### src/hdl/its2e_pkg.sv
// Shared types, constants and tables for the timestamp to epoch converter.
package its2e_pkg;

  localparam int unsigned CharW    = 8;
  localparam int unsigned PosW     = 5;
  localparam int unsigned YearW    = 14;
  localparam int unsigned FieldW   = 7;
  localparam int unsigned EpochW   = 39;
  localparam int unsigned OutDataW = 40;

  localparam logic [PosW-1:0] PosMax  = 5'd31;
  localparam logic [PosW-1:0] TsLen   = 5'd20;
  localparam logic [PosW-1:0] PosLast = 5'd19;

  localparam logic [CharW-1:0] ChDash  = 8'h2D;
  localparam logic [CharW-1:0] ChColon = 8'h3A;
  localparam logic [CharW-1:0] ChT     = 8'h54;
  localparam logic [CharW-1:0] ChZ     = 8'h5A;
  localparam logic [CharW-1:0] ChZero  = 8'h30;
  localparam logic [CharW-1:0] ChNine  = 8'h39;

  // Fixed-point reciprocals for the divisions by 400 and by 100.
  localparam logic [12:0] Recip400   = 13'd5243;
  localparam int unsigned Recip400Sh = 21;
  localparam logic [14:0] Recip100   = 15'd41;

  localparam logic signed [15:0] YearsPerEra  = 16'sd400;
  localparam logic [17:0]        DaysPerYear  = 18'd365;
  localparam logic signed [23:0] DaysPerEra   = 24'sd146097;
  localparam logic signed [23:0] EpochDayOfs  = 24'sd719468;
  localparam logic signed [38:0] SecsPerDay   = 39'sd86400;
  localparam logic [16:0]        SecsPerHour  = 17'd3600;
  localparam logic [16:0]        SecsPerMin   = 17'd60;

  localparam int unsigned NumStages = 5;
  localparam int unsigned StgEra  = 0;
  localparam int unsigned StgYoe  = 1;
  localparam int unsigned StgDoe  = 2;
  localparam int unsigned StgDays = 3;
  localparam int unsigned StgSecs = 4;

  typedef struct packed {
    logic                 take;
    logic                 finish;
    logic [NumStages-1:0] stage_en;
    logic                 load_out;
  } cmd_t;

  // Day of the March-based year on which each month starts.
  function automatic logic [8:0] month_offset(input logic [FieldW-1:0] month);
    logic [8:0] ofs;
    case (month)
      7'd3:    ofs = 9'd0;
      7'd4:    ofs = 9'd31;
      7'd5:    ofs = 9'd61;
      7'd6:    ofs = 9'd92;
      7'd7:    ofs = 9'd122;
      7'd8:    ofs = 9'd153;
      7'd9:    ofs = 9'd184;
      7'd10:   ofs = 9'd214;
      7'd11:   ofs = 9'd245;
      7'd12:   ofs = 9'd275;
      7'd1:    ofs = 9'd306;
      7'd2:    ofs = 9'd337;
      default: ofs = 9'd0;
    endcase
    return ofs;
  endfunction

endpackage

### src/hdl/its2e_dp.sv
// Datapath: character parser, field registers and staged epoch arithmetic.
module its2e_dp import its2e_pkg::*; (
  input  logic                clk_i,
  input  logic                rst_ni,
  input  cmd_t                cmd_i,
  input  logic [CharW-1:0]    ch_i,
  output logic                valid_res_o,
  output logic [EpochW-1:0]   epoch_o
);

  logic [PosW-1:0]   pos_q, pos_d;
  logic              err_q, err_d, err_upd;
  logic              ok_q, ok_d;
  logic [YearW-1:0]  year_q, year_d;
  logic [FieldW-1:0] month_q, month_d, day_q, day_d;
  logic [FieldW-1:0] hour_q, hour_d, minute_q, minute_d, second_q, second_d;

  logic              is_digit, has_sep;
  logic [CharW-1:0]  sep;
  logic [3:0]        dig;
  logic [FieldW-1:0] dig7;

  always_comb begin
    is_digit = (ch_i >= ChZero) && (ch_i <= ChNine);
    dig      = ch_i[3:0];
    dig7     = {3'b000, dig};
    has_sep  = 1'b1;
    case (pos_q)
      5'd4, 5'd7:   sep = ChDash;
      5'd10:        sep = ChT;
      5'd13, 5'd16: sep = ChColon;
      5'd19:        sep = ChZ;
      default: begin
        sep     = ChZero;
        has_sep = 1'b0;
      end
    endcase

    err_upd  = err_q;
    year_d   = year_q;
    month_d  = month_q;
    day_d    = day_q;
    hour_d   = hour_q;
    minute_d = minute_q;
    second_d = second_q;
    if (cmd_i.take && (pos_q < TsLen)) begin
      if (has_sep) begin
        if (ch_i != sep) begin
          err_upd = 1'b1;
        end
      end else if (!is_digit) begin
        err_upd = 1'b1;
      end else if (pos_q <= 5'd3) begin
        year_d = (pos_q == 5'd0) ? {10'b0, dig} : year_q * 14'd10 + {10'b0, dig};
      end else if (pos_q <= 5'd6) begin
        month_d = (pos_q == 5'd5) ? dig7 : month_q * 7'd10 + dig7;
      end else if (pos_q <= 5'd9) begin
        day_d = (pos_q == 5'd8) ? dig7 : day_q * 7'd10 + dig7;
      end else if (pos_q <= 5'd12) begin
        hour_d = (pos_q == 5'd11) ? dig7 : hour_q * 7'd10 + dig7;
      end else if (pos_q <= 5'd15) begin
        minute_d = (pos_q == 5'd14) ? dig7 : minute_q * 7'd10 + dig7;
      end else begin
        second_d = (pos_q == 5'd17) ? dig7 : second_q * 7'd10 + dig7;
      end
    end

    ok_d = !err_upd && (pos_q == PosLast)
        && (month_q >= 7'd1) && (month_q <= 7'd12)
        && (day_q >= 7'd1) && (day_q <= 7'd31)
        && (hour_q <= 7'd23) && (minute_q <= 7'd59) && (second_q <= 7'd59);

    pos_d = pos_q;
    err_d = err_upd;
    if (cmd_i.finish) begin
      pos_d = '0;
      err_d = 1'b0;
    end else if (cmd_i.take && (pos_q < PosMax)) begin
      pos_d = pos_q + 5'd1;
    end
  end

  always_ff @(posedge clk_i or negedge rst_ni) begin
    if (!rst_ni) begin
      pos_q    <= '0;
      err_q    <= 1'b0;
      ok_q     <= 1'b0;
      year_q   <= '0;
      month_q  <= '0;
      day_q    <= '0;
      hour_q   <= '0;
      minute_q <= '0;
      second_q <= '0;
    end else begin
      pos_q    <= pos_d;
      err_q    <= err_d;
      year_q   <= year_d;
      month_q  <= month_d;
      day_q    <= day_d;
      hour_q   <= hour_d;
      minute_q <= minute_d;
      second_q <= second_d;
      if (cmd_i.finish) begin
        ok_q <= ok_d;
      end
    end
  end

  // Epoch arithmetic, one registered step per stage enable.
  logic signed [14:0] y_q, y_adj;
  logic signed [5:0]  era_q, era_d;
  logic [26:0]        era_prod;
  logic [8:0]         doy_q, doy_d;
  logic signed [15:0] era_ext16, yoe_full;
  logic [8:0]         yoe_q;
  logic [14:0]        p41;
  logic [17:0]        doe_q, doe_d;
  logic [16:0]        tod_q, tod_d;
  logic signed [23:0] era_ext24, days_q, days_d;
  logic signed [38:0] days_ext, secs_q, secs_d;
  logic [EpochW-1:0]  epoch_q;
  logic               res_ok_q;

  always_comb begin
    y_adj    = $signed({1'b0, year_q}) - ((month_q <= 7'd2) ? 15'sd1 : 15'sd0);
    era_prod = {13'b0, y_adj[13:0]} * {14'b0, Recip400};
    era_d    = y_adj[14] ? -6'sd1 : $signed(era_prod[Recip400Sh +: 6]);
    doy_d    = month_offset(month_q) + {2'b00, day_q} - 9'd1;

    era_ext16 = {{10{era_q[5]}}, era_q};
    yoe_full  = {y_q[14], y_q} - era_ext16 * YearsPerEra;

    p41   = {6'b0, yoe_q} * Recip100;
    doe_d = {9'b0, yoe_q} * DaysPerYear + {11'b0, yoe_q[8:2]}
          - {15'b0, p41[14:12]} + {9'b0, doy_q};
    tod_d = {10'b0, hour_q} * SecsPerHour + {10'b0, minute_q} * SecsPerMin
          + {10'b0, second_q};

    era_ext24 = {{18{era_q[5]}}, era_q};
    days_d    = era_ext24 * DaysPerEra + $signed({6'b0, doe_q}) - EpochDayOfs;

    days_ext = {{15{days_q[23]}}, days_q};
    secs_d   = days_ext * SecsPerDay + $signed({22'b0, tod_q});
  end

  always_ff @(posedge clk_i) begin
    if (cmd_i.stage_en[StgEra]) begin
      y_q   <= y_adj;
      era_q <= era_d;
      doy_q <= doy_d;
    end
    if (cmd_i.stage_en[StgYoe]) begin
      yoe_q <= yoe_full[8:0];
    end
    if (cmd_i.stage_en[StgDoe]) begin
      doe_q <= doe_d;
      tod_q <= tod_d;
    end
    if (cmd_i.stage_en[StgDays]) begin
      days_q <= days_d;
    end
    if (cmd_i.stage_en[StgSecs]) begin
      secs_q <= secs_d;
    end
    if (cmd_i.load_out) begin
      epoch_q  <= ok_q ? secs_q : '0;
      res_ok_q <= ok_q;
    end
  end

  assign valid_res_o = res_ok_q;
  assign epoch_o     = epoch_q;

endmodule

### src/hdl/its2e_ctrl.sv
// Controller: input and output handshakes and sequencing of the epoch stages.
module its2e_ctrl import its2e_pkg::*; (
  input  logic clk_i,
  input  logic rst_ni,
  input  logic s_tvalid_i,
  input  logic s_tlast_i,
  output logic s_tready_o,
  output logic m_tvalid_o,
  input  logic m_tready_i,
  output cmd_t cmd_o
);

  typedef enum logic [2:0] {
    ST_IDLE,
    ST_ERA,
    ST_YOE,
    ST_DOE,
    ST_DAYS,
    ST_SECS,
    ST_OUT
  } state_e;

  state_e state_q, state_d;
  logic   out_valid_q, out_valid_d;
  logic   out_free;

  always_comb begin
    out_free     = !out_valid_q || m_tready_i;
    s_tready_o   = (state_q == ST_IDLE);
    cmd_o        = '0;
    cmd_o.take   = s_tvalid_i && s_tready_o;
    cmd_o.finish = cmd_o.take && s_tlast_i;
    state_d      = state_q;
    out_valid_d  = out_valid_q && !m_tready_i;
    case (state_q)
      ST_IDLE: begin
        if (cmd_o.finish) begin
          state_d = ST_ERA;
        end
      end
      ST_ERA: begin
        cmd_o.stage_en[StgEra] = 1'b1;
        state_d = ST_YOE;
      end
      ST_YOE: begin
        cmd_o.stage_en[StgYoe] = 1'b1;
        state_d = ST_DOE;
      end
      ST_DOE: begin
        cmd_o.stage_en[StgDoe] = 1'b1;
        state_d = ST_DAYS;
      end
      ST_DAYS: begin
        cmd_o.stage_en[StgDays] = 1'b1;
        state_d = ST_SECS;
      end
      ST_SECS: begin
        cmd_o.stage_en[StgSecs] = 1'b1;
        state_d = ST_OUT;
      end
      ST_OUT: begin
        if (out_free) begin
          cmd_o.load_out = 1'b1;
          out_valid_d    = 1'b1;
          state_d        = ST_IDLE;
        end
      end
      default: state_d = ST_IDLE;
    endcase
  end

  always_ff @(posedge clk_i or negedge rst_ni) begin
    if (!rst_ni) begin
      state_q     <= ST_IDLE;
      out_valid_q <= 1'b0;
    end else begin
      state_q     <= state_d;
      out_valid_q <= out_valid_d;
    end
  end

  assign m_tvalid_o = out_valid_q;

endmodule

### src/hdl/iso8601_timestamp_to_epoch_top.sv
// Top level of the ISO 8601 UTC timestamp to Unix epoch converter.
//
//   Channel   Direction  Word contents
//   s_axis    in         tdata[7:0] ch, tlast last_char
//   m_axis    out        tdata[38:0] epoch_seconds, tuser valid_res
//
// Character words are taken only while the controller is idle. A word with
// tlast set starts the era, year-of-era, day-of-era, days and seconds
// stages, one multiply-add per stage, and then loads the output register
// once m_axis is free; no character is taken until then. While the result
// waits on m_axis the next timestamp's characters are taken. Reset clears
// the position, the error flag and the output valid flag.
module iso8601_timestamp_to_epoch_top import its2e_pkg::*; (
  input  logic                clk_i,
  input  logic                rst_ni,
  input  logic                s_axis_tvalid,
  output logic                s_axis_tready,
  input  logic [CharW-1:0]    s_axis_tdata,   // [7:0] ch
  input  logic                s_axis_tlast,
  output logic                m_axis_tvalid,
  input  logic                m_axis_tready,
  output logic [OutDataW-1:0] m_axis_tdata,   // [38:0] epoch_seconds, [39] zero
  output logic                m_axis_tuser    // [0] valid_res
);

  cmd_t              cmd;
  logic [EpochW-1:0] epoch;

  its2e_ctrl u_ctrl (
    .clk_i      (clk_i),
    .rst_ni     (rst_ni),
    .s_tvalid_i (s_axis_tvalid),
    .s_tlast_i  (s_axis_tlast),
    .s_tready_o (s_axis_tready),
    .m_tvalid_o (m_axis_tvalid),
    .m_tready_i (m_axis_tready),
    .cmd_o      (cmd)
  );

  its2e_dp u_dp (
    .clk_i       (clk_i),
    .rst_ni      (rst_ni),
    .cmd_i       (cmd),
    .ch_i        (s_axis_tdata),
    .valid_res_o (m_axis_tuser),
    .epoch_o     (epoch)
  );

  assign m_axis_tdata = {1'b0, epoch};

endmodule

### config.mk
export PLATFORM = sky130hd
export DESIGN_NAME = iso8601_timestamp_to_epoch_top
export DESIGN_NICKNAME = d
export VERILOG_FILES = /design/src/hdl/its2e_pkg.sv /design/src/hdl/its2e_dp.sv /design/src/hdl/its2e_ctrl.sv /design/src/hdl/iso8601_timestamp_to_epoch_top.sv
export SDC_FILE = /design/constraint.sdc
export NUM_CORES = 1
export LEC_CHECK = 0
export ABC_AREA = 1
export BUFFER_PORTS_ARGS = -buffer_cell sky130_fd_sc_hd__buf_2
export CORE_MARGIN = 5
export CORE_UTILIZATION = 45
export CTS_CLUSTER_SIZE = 10
export DETAILED_ROUTE_END_ITERATION = 10
export HOLD_SLACK_MARGIN = 0.06
export PLACE_DENSITY = 0.72
export SETUP_SLACK_MARGIN = 0.3
export SYNTH_ARGS = -nofsm -noshare
export SYNTH_HDL_FRONTEND = slang
export SYNTH_SLANG_ARGS = --single-unit
### constraint.sdc
create_clock -name clk_i -period 8.1 [get_ports clk_i]
set_clock_uncertainty 0.2 [all_clocks]
set_input_delay 1.62 -clock clk_i [delete_from_list [all_inputs] [get_ports clk_i]]
set_output_delay 1.62 -clock clk_i [all_outputs]
set_load 0.1 [all_outputs]
# After elaboration in Yosys (flattened, before gate mapping)
# Memories as Yosys holds them, arrays and structs flattened.
# Cells that the tools add are included.
classes:
  add_sub_neg: 19
  mul: 14
  magnitude_cmp: 17
  eq_ne: 20
  mux: 29
  n_bitwise: 6
  n_reduce_logical: 32
ops:
  columns: ["op", "count"]
  rows:
  - ["adder 39 x 18 -> 39 bit", 1]
  - ["adder 7 x 4 -> 7 bit", 5]
  - ["multiplier 7 x 3 -> 6 bit, second input constant", 5]
  - ["two-way mux 7 bit", 5]
  - ["multiplier 24 x 11 -> 32 bit, second input constant", 1]
  - ["case mux 7 bit (4 select lines)", 1]
  - ["multiplier 14 x 13 -> 27 bit, second input constant", 1]
  - ["== test 5 x 4 -> 1 bit, second input constant", 5]
  - ["adder 24 x 19 -> 24 bit", 1]
  - ["multiplier 6 x 19 -> 24 bit, second input constant", 1]
  - ["subtractor 24 x 21 -> 24 bit, second input constant", 1]
  - ["case mux 3 bit (7 select lines)", 1]
  - ["adder 18 x 7 -> 18 bit", 1]
  - ["adder 18 x 9 -> 18 bit", 1]
  - ["multiplier 9 x 9 -> 18 bit, second input constant", 1]
  - ["subtractor 18 x 3 -> 18 bit", 1]
  - ["adder 17 x 13 -> 17 bit", 1]
  - ["adder 17 x 7 -> 17 bit", 1]
  - ["multiplier 16 x 5 -> 5 bit, second input constant", 1]
  - ["two-way mux 1 bit", 16]
  - ["AND reduction 8 bit", 2]
  - ["== test 5 x 3 -> 1 bit, second input constant", 3]
  - ["== test 5 bit, second input constant", 3]
  - ["less-or-equal comparator 5 x 4 -> 1 bit, second input constant", 3]
  - ["43 further kinds", 75]
totals:
  reg_bits: 231
  romBits: 144
  memories: 1
mem_list:
  columns: ["memory", "depth", "word_bits", "read_ports", "rd_ports_with_merged_regs", "write_ports", "line_no", "rtl"]
  rows:
  - ["(name not given)", 16, 9, 1, 0, 0, "its2e_pkg.sv:52", "case (month)"]

# Longest topological paths before layout
logic_depth:
  ltp_word: 16
  depth_mapped: 36
  mapped_depth_nobuf: 36

# Hierarchy
# From an unflattened synthesis, not the netlist that was laid out.
unflattened:
  cells_unflattened: 3357
  area_unflattened_um2: 29024.1
modules_own_cells:
  columns: ["mod", "instances", "cells_each", "area_each_um2", "seq_area_each_um2"]
  rows:
  - ["its2e_dp", 1, 3320, 28766.3, 6536.3]
  - ["its2e_ctrl", 1, 35, 246.5, 100.1]
  - ["iso8601_timestamp_to_epoch_top", 1, 2, 11.3, 0.0]

# Least setup slack after synthesis
# OpenSTA, ideal clock, no wires.
synth_path:
  path_kind: "reg2reg"
  from: "register u_dp.month_q[5]"
  to: "register u_dp.era_q[4] (data pin)"
  setup_ns: 0.264
  arrival_time_ns: 6.087
  t_required_ns: 7.636
  slack_ns: 1.549
  stages_incl_launch_ff: 30
  synth_period_minus_slack_ns: 6.551
  path_cell_list: "dfrtp_1 nor2_1 inv_1 nor2_1 inv_1 a211oi_1 ha_1 ha_1 nand2_1 nor3_2 nand3_1 xor2_1 inv_1 ha_1 inv_1 fa_1 inv_1 fa_1 fa_1 inv_1 fa_1 inv_1 ha_1 nand2_1 nor4_1 nand4_1 nand3_1 nand2_1 nand4_1 nand3_1"
synth_via:
  elab_chain_len: 4
synth_rtl:
  columns: ["element", "line_no", "rtl"]
  rows:
  - ["start: declaration", "its2e_dp.sv:15", "logic [FieldW-1:0] month_q, month_d, day_q, day_d;"]
  - ["start signal: assignment", "its2e_dp.sv:98", "month_q <= month_d;"]
  - ["less-or-equal comparator 7 x 2 -> 1 bit (*)", "its2e_dp.sv:125", "y_adj = $signed({1'b0, year_q}) - ((month_q <= 7'd2) ? 15'sd1 : 15'sd0);"]
  - ["two-way mux 1 bit (*)", "its2e_dp.sv:125", null]
  - ["subtractor 14 x 1 -> 15 bit (*)", "its2e_dp.sv:125", null]
  - ["multiplier 14 x 13 -> 27 bit", "its2e_dp.sv:126", "era_prod = {13'b0, y_adj[13:0]} * {14'b0, Recip400};"]
  - ["end signal: assignment", "its2e_dp.sv:149", "era_q <= era_d;"]
  - ["end: declaration", "its2e_dp.sv:111", "logic signed [5:0] era_q, era_d;"]
# Every way passes the cells marked *; elsewhere a longest branch is shown, timed or not.
# A chain may end at the register's enable or synchronous reset.

# Worst setup path after layout
# Ends and elaborated chain as after synthesis.

==> impl_metrics.ini <==
[drt]
wire_per_inst_um = 14.0
drt_wl_total_mm = 61.0
drtAntennaViolNets = 0
drc_errors = 0
drtPass1Iterations = 5
drt_iter0_markers = 920
avgViaCountPerCell = 4.94
routed-via-count = 21600

[logic_synthesis]
synth_edf_count = 171
ys.flop_type = edfxtp_1
ys_types = 54
synth.ff_latch_count = 231
syn_inst = 3410
async_flop_share_pct = 26.0
synth.avg_cell_area_um2 = 8.58
ys_seq_area_share_pct = 22.7
synth_nets = 4196
yosys_warnings = 0
synth_area_um2 = 29300

[sta]
finalSetupViolCount = 0
setup_tns_ns = 0
worst_pin_slew_ns = 1.20
maxSlewHeadroom_pct = 20.3
maxSlewViolCount = 0
post-route-period-util_pct = 87.9
period_needed_ns = 7.12
hold_violations = 0
fmax_ghz = 0.141
grt_setup_unrepaired = no
timing.final.ws_setup_ns = 0.983

[global_routing]
busiest_layer = met2
grt_use_total_pct = 17.5
grt_pass1_wl_mm = 104
grt-ovfl-total = 0
grt_use_met1_pct = 23.0
use_met2_pct = 31.5
antenna_found_initial = 1
grt_start_max_net_pins = 61
met3_usage_pct = 2.20
grt_pass1_vias = 22000

[setup_path]
crit_path_end_kind = register
crit_type = register to register
crit_start = u_dp.month_q[5]$_DFFE_PN0P_
cp_data_arrival_time_ns = 7.22
cp_slowest_stage_delay_ns = 0.54
startpoint_type = register
crit_slowest_cell = fa_1
rrSetupSlack_ns = 0.98
r2r_cells = 30
cp.required_ns = 8.20
cp_max_fo = 8
endpoint = u_dp.era_q[4]$_SDFFCE_PN1P_
rr_endpoint = u_dp.era_q[4]$_SDFFCE_PN1P_
crit_top_cell = inv_1
timing.rr.start = u_dp.month_q[5]$_DFFE_PN0P_

[clocking]
htreeDepth = 1
post-cts-setup-buffers = 0
cts_resized = 0
postCtsHoldBufs = 0
ctsRootBufferMaster = clkbuf_16
clk_pin_slew_worst_paths_ns = 0.06
cts_tree = yes
clock_latency_ns = 0.57
cts_max_path_buffers = 3
cts.sinks = 231
cts_buffers = 29

[finish]
utilization_pct = 48.9
nets = 4279
final_common_cell = inv_1
drive_above_1_share_pct = 4.75
layout_common_cells = inv_1 (846), nand2_1 (582), ha_1 (527)
syn_to_final_growth_pct = 7.80
finish.instance_area_um2 = 31500
antenna_cells = 0

[hold_path]
min_path_type = register to register

[placement]
dp_hpwl_mm = 51.6
routabilityCongestion = 0.910
portBuffers = 54
dp_slack_ns = 1.00
place_area_um2 = 30700

[status]
status = completed

[die]
core_um2 = 64500
die_y_um = 265
die_w_um = 265
rows = 93
start_util_pct = 45.4
io_pins = 56
dieArea_um2 = 70200

[flow_run]
drv_cap = 0
==> synth_stat cells (5+ instances only) <==
| cell | instances | area [um2] |
|---|---|---|
| nor2_4 | 6 | 67.6 |
| o21ai_0 | 121 | 606 |
| edfxtp_1 | 171 | 5130 |
| nand3_1 | 102 | 510 |
| o211ai_1 | 5 | 37.5 |
| and2_1 | 8 | 50.1 |
| nor4_1 | 8 | 50.1 |
| nand3b_1 | 10 | 75.1 |
| o21ai_1 | 10 | 50.1 |
| buf_2 | 5 | 25.0 |
| inv_2 | 9 | 33.8 |
| o21bai_1 | 11 | 82.6 |
| nor2_1 | 185 | 694 |
| nand2_2 | 11 | 68.8 |
| clkbuf_1 | 8 | 30.0 |
| o31ai_1 | 8 | 60.1 |
| dfrtp_1 | 60 | 1500 |
| nand4_1 | 48 | 300 |
| nand2_1 | 582 | 2180 |
| a31oi_1 | 9 | 56.3 |
| a21o_1 | 8 | 60.1 |
| ha_1 | 527 | 6590 |
| nor2_2 | 11 | 68.8 |
| nand3_2 | 7 | 70.1 |
| inv_1 | 846 | 3180 |
| or2_2 | 5 | 31.3 |
| nor3_1 | 27 | 135 |
| a21oi_1 | 141 | 706 |
| fa_1 | 246 | 4920 |
| o22ai_1 | 5 | 31.3 |
| a211oi_1 | 8 | 60.1 |
| xnor2_1 | 65 | 569 |
| xor2_1 | 101 | 885 |
==> critical path, delay by kind of cell, from the launching register on <==
kind / cells / cell delay [ns]
XOR/XNOR: 1 / 0.16
AND/OR/NAND/NOR: 12 / 2.01
flip-flops: 1 / 0.40
adder cells (fa/ha/maj): 8 / 3.17
AO/OA/AOI/OAI: 1 / 0.26
buffers and inverters: 8 / 0.64
==> area by class of cell <==
class / count / area, um2
Timing Repair Buffer: 66 / 360
Inverter: 856 / 3210
Clock buffer: 49 / 852
Sequential cell: 231 / 6640
Fill cell: 6148 / 32900
Tap cell: 855 / 1070
Clock inverter: 5 / 35.0
Multi-Input combinational cell: 2309 / 19400
==> metrics by stage <==
stage | std cells | hold slack, ns
finish | 4371 | 0.215
global placement | 4317 | 0.203
CTS | 4371 | 0.221
detailed placement | 4317 | 0.205
floorplan | 3410 | 0.200
global route | 4371 | 0.220
==> sequential cells by signal, indices dropped and copies added, names as in the netlist, 9 cells and up <==
name,count
u_dp.epoch_o,39
u_dp.days_q,24
u_dp.doy_q,9
u_dp.y_q,9
u_dp.doe_q,18
u_dp.tod_q,17
u_dp.yoe_q,9
u_dp.secs_q,39
u_dp.year_q,14
==> routing by layer <==
| metal | wire length [um] | part of all wire [%] |
|---|---|---|
| met5 | 0 | 0 |
| met4 | 1170 | 1.9 |
| met2 | 29900 | 49 |
| met3 | 2340 | 3.8 |
| met1 | 27600 | 45 |
==> worst min-delay path by stage <==
stage,startpoint,endpoint,slack [ns],depth (start not counted)
2_1_floorplan,u_dp.tod_q[0]$_DFFE_PP_,u_dp.secs_q[0]$_DFFE_PN_,0.20,0
3_3_place_gp,u_dp.y_q[2]$_DFFE_PP_,u_dp.yoe_q[2]$_DFFE_PP_,0.20,0
3_5_place_dp,u_dp.tod_q[6]$_DFFE_PP_,u_dp.secs_q[6]$_DFFE_PN_,0.20,0
4_1_cts,u_dp.y_q[3]$_DFFE_PP_,u_dp.yoe_q[3]$_DFFE_PP_,0.22,0
5_1_grt,u_dp.tod_q[0]$_DFFE_PP_,u_dp.secs_q[0]$_DFFE_PN_,0.22,0
6_report,u_dp.tod_q[6]$_DFFE_PP_,u_dp.secs_q[6]$_DFFE_PN_,0.21,0
==> cell families (layout without fill, tap and decap cells) <==
| kind of cell | count (synthesis) | count (layout) | synth area share (%) |
|---|---|---|---|
| mux | 2 | 2 | 0.0684 |
| simple gates | 1019 | 1019 | 15.0 |
| xor+xnor | 170 | 170 | 5.19 |
| flops | 231 | 231 | 22.7 |
| buf+inv | 870 | 976 | 11.2 |
| other cells | 1 | 1 | 0.0128 |
| compound gates | 344 | 344 | 6.50 |
| fa+ha+maj | 773 | 773 | 39.4 |
Power is left out: the tool's default activity adds up to more than one toggle a clock period on the data nets, which glitch-free logic cannot reach.
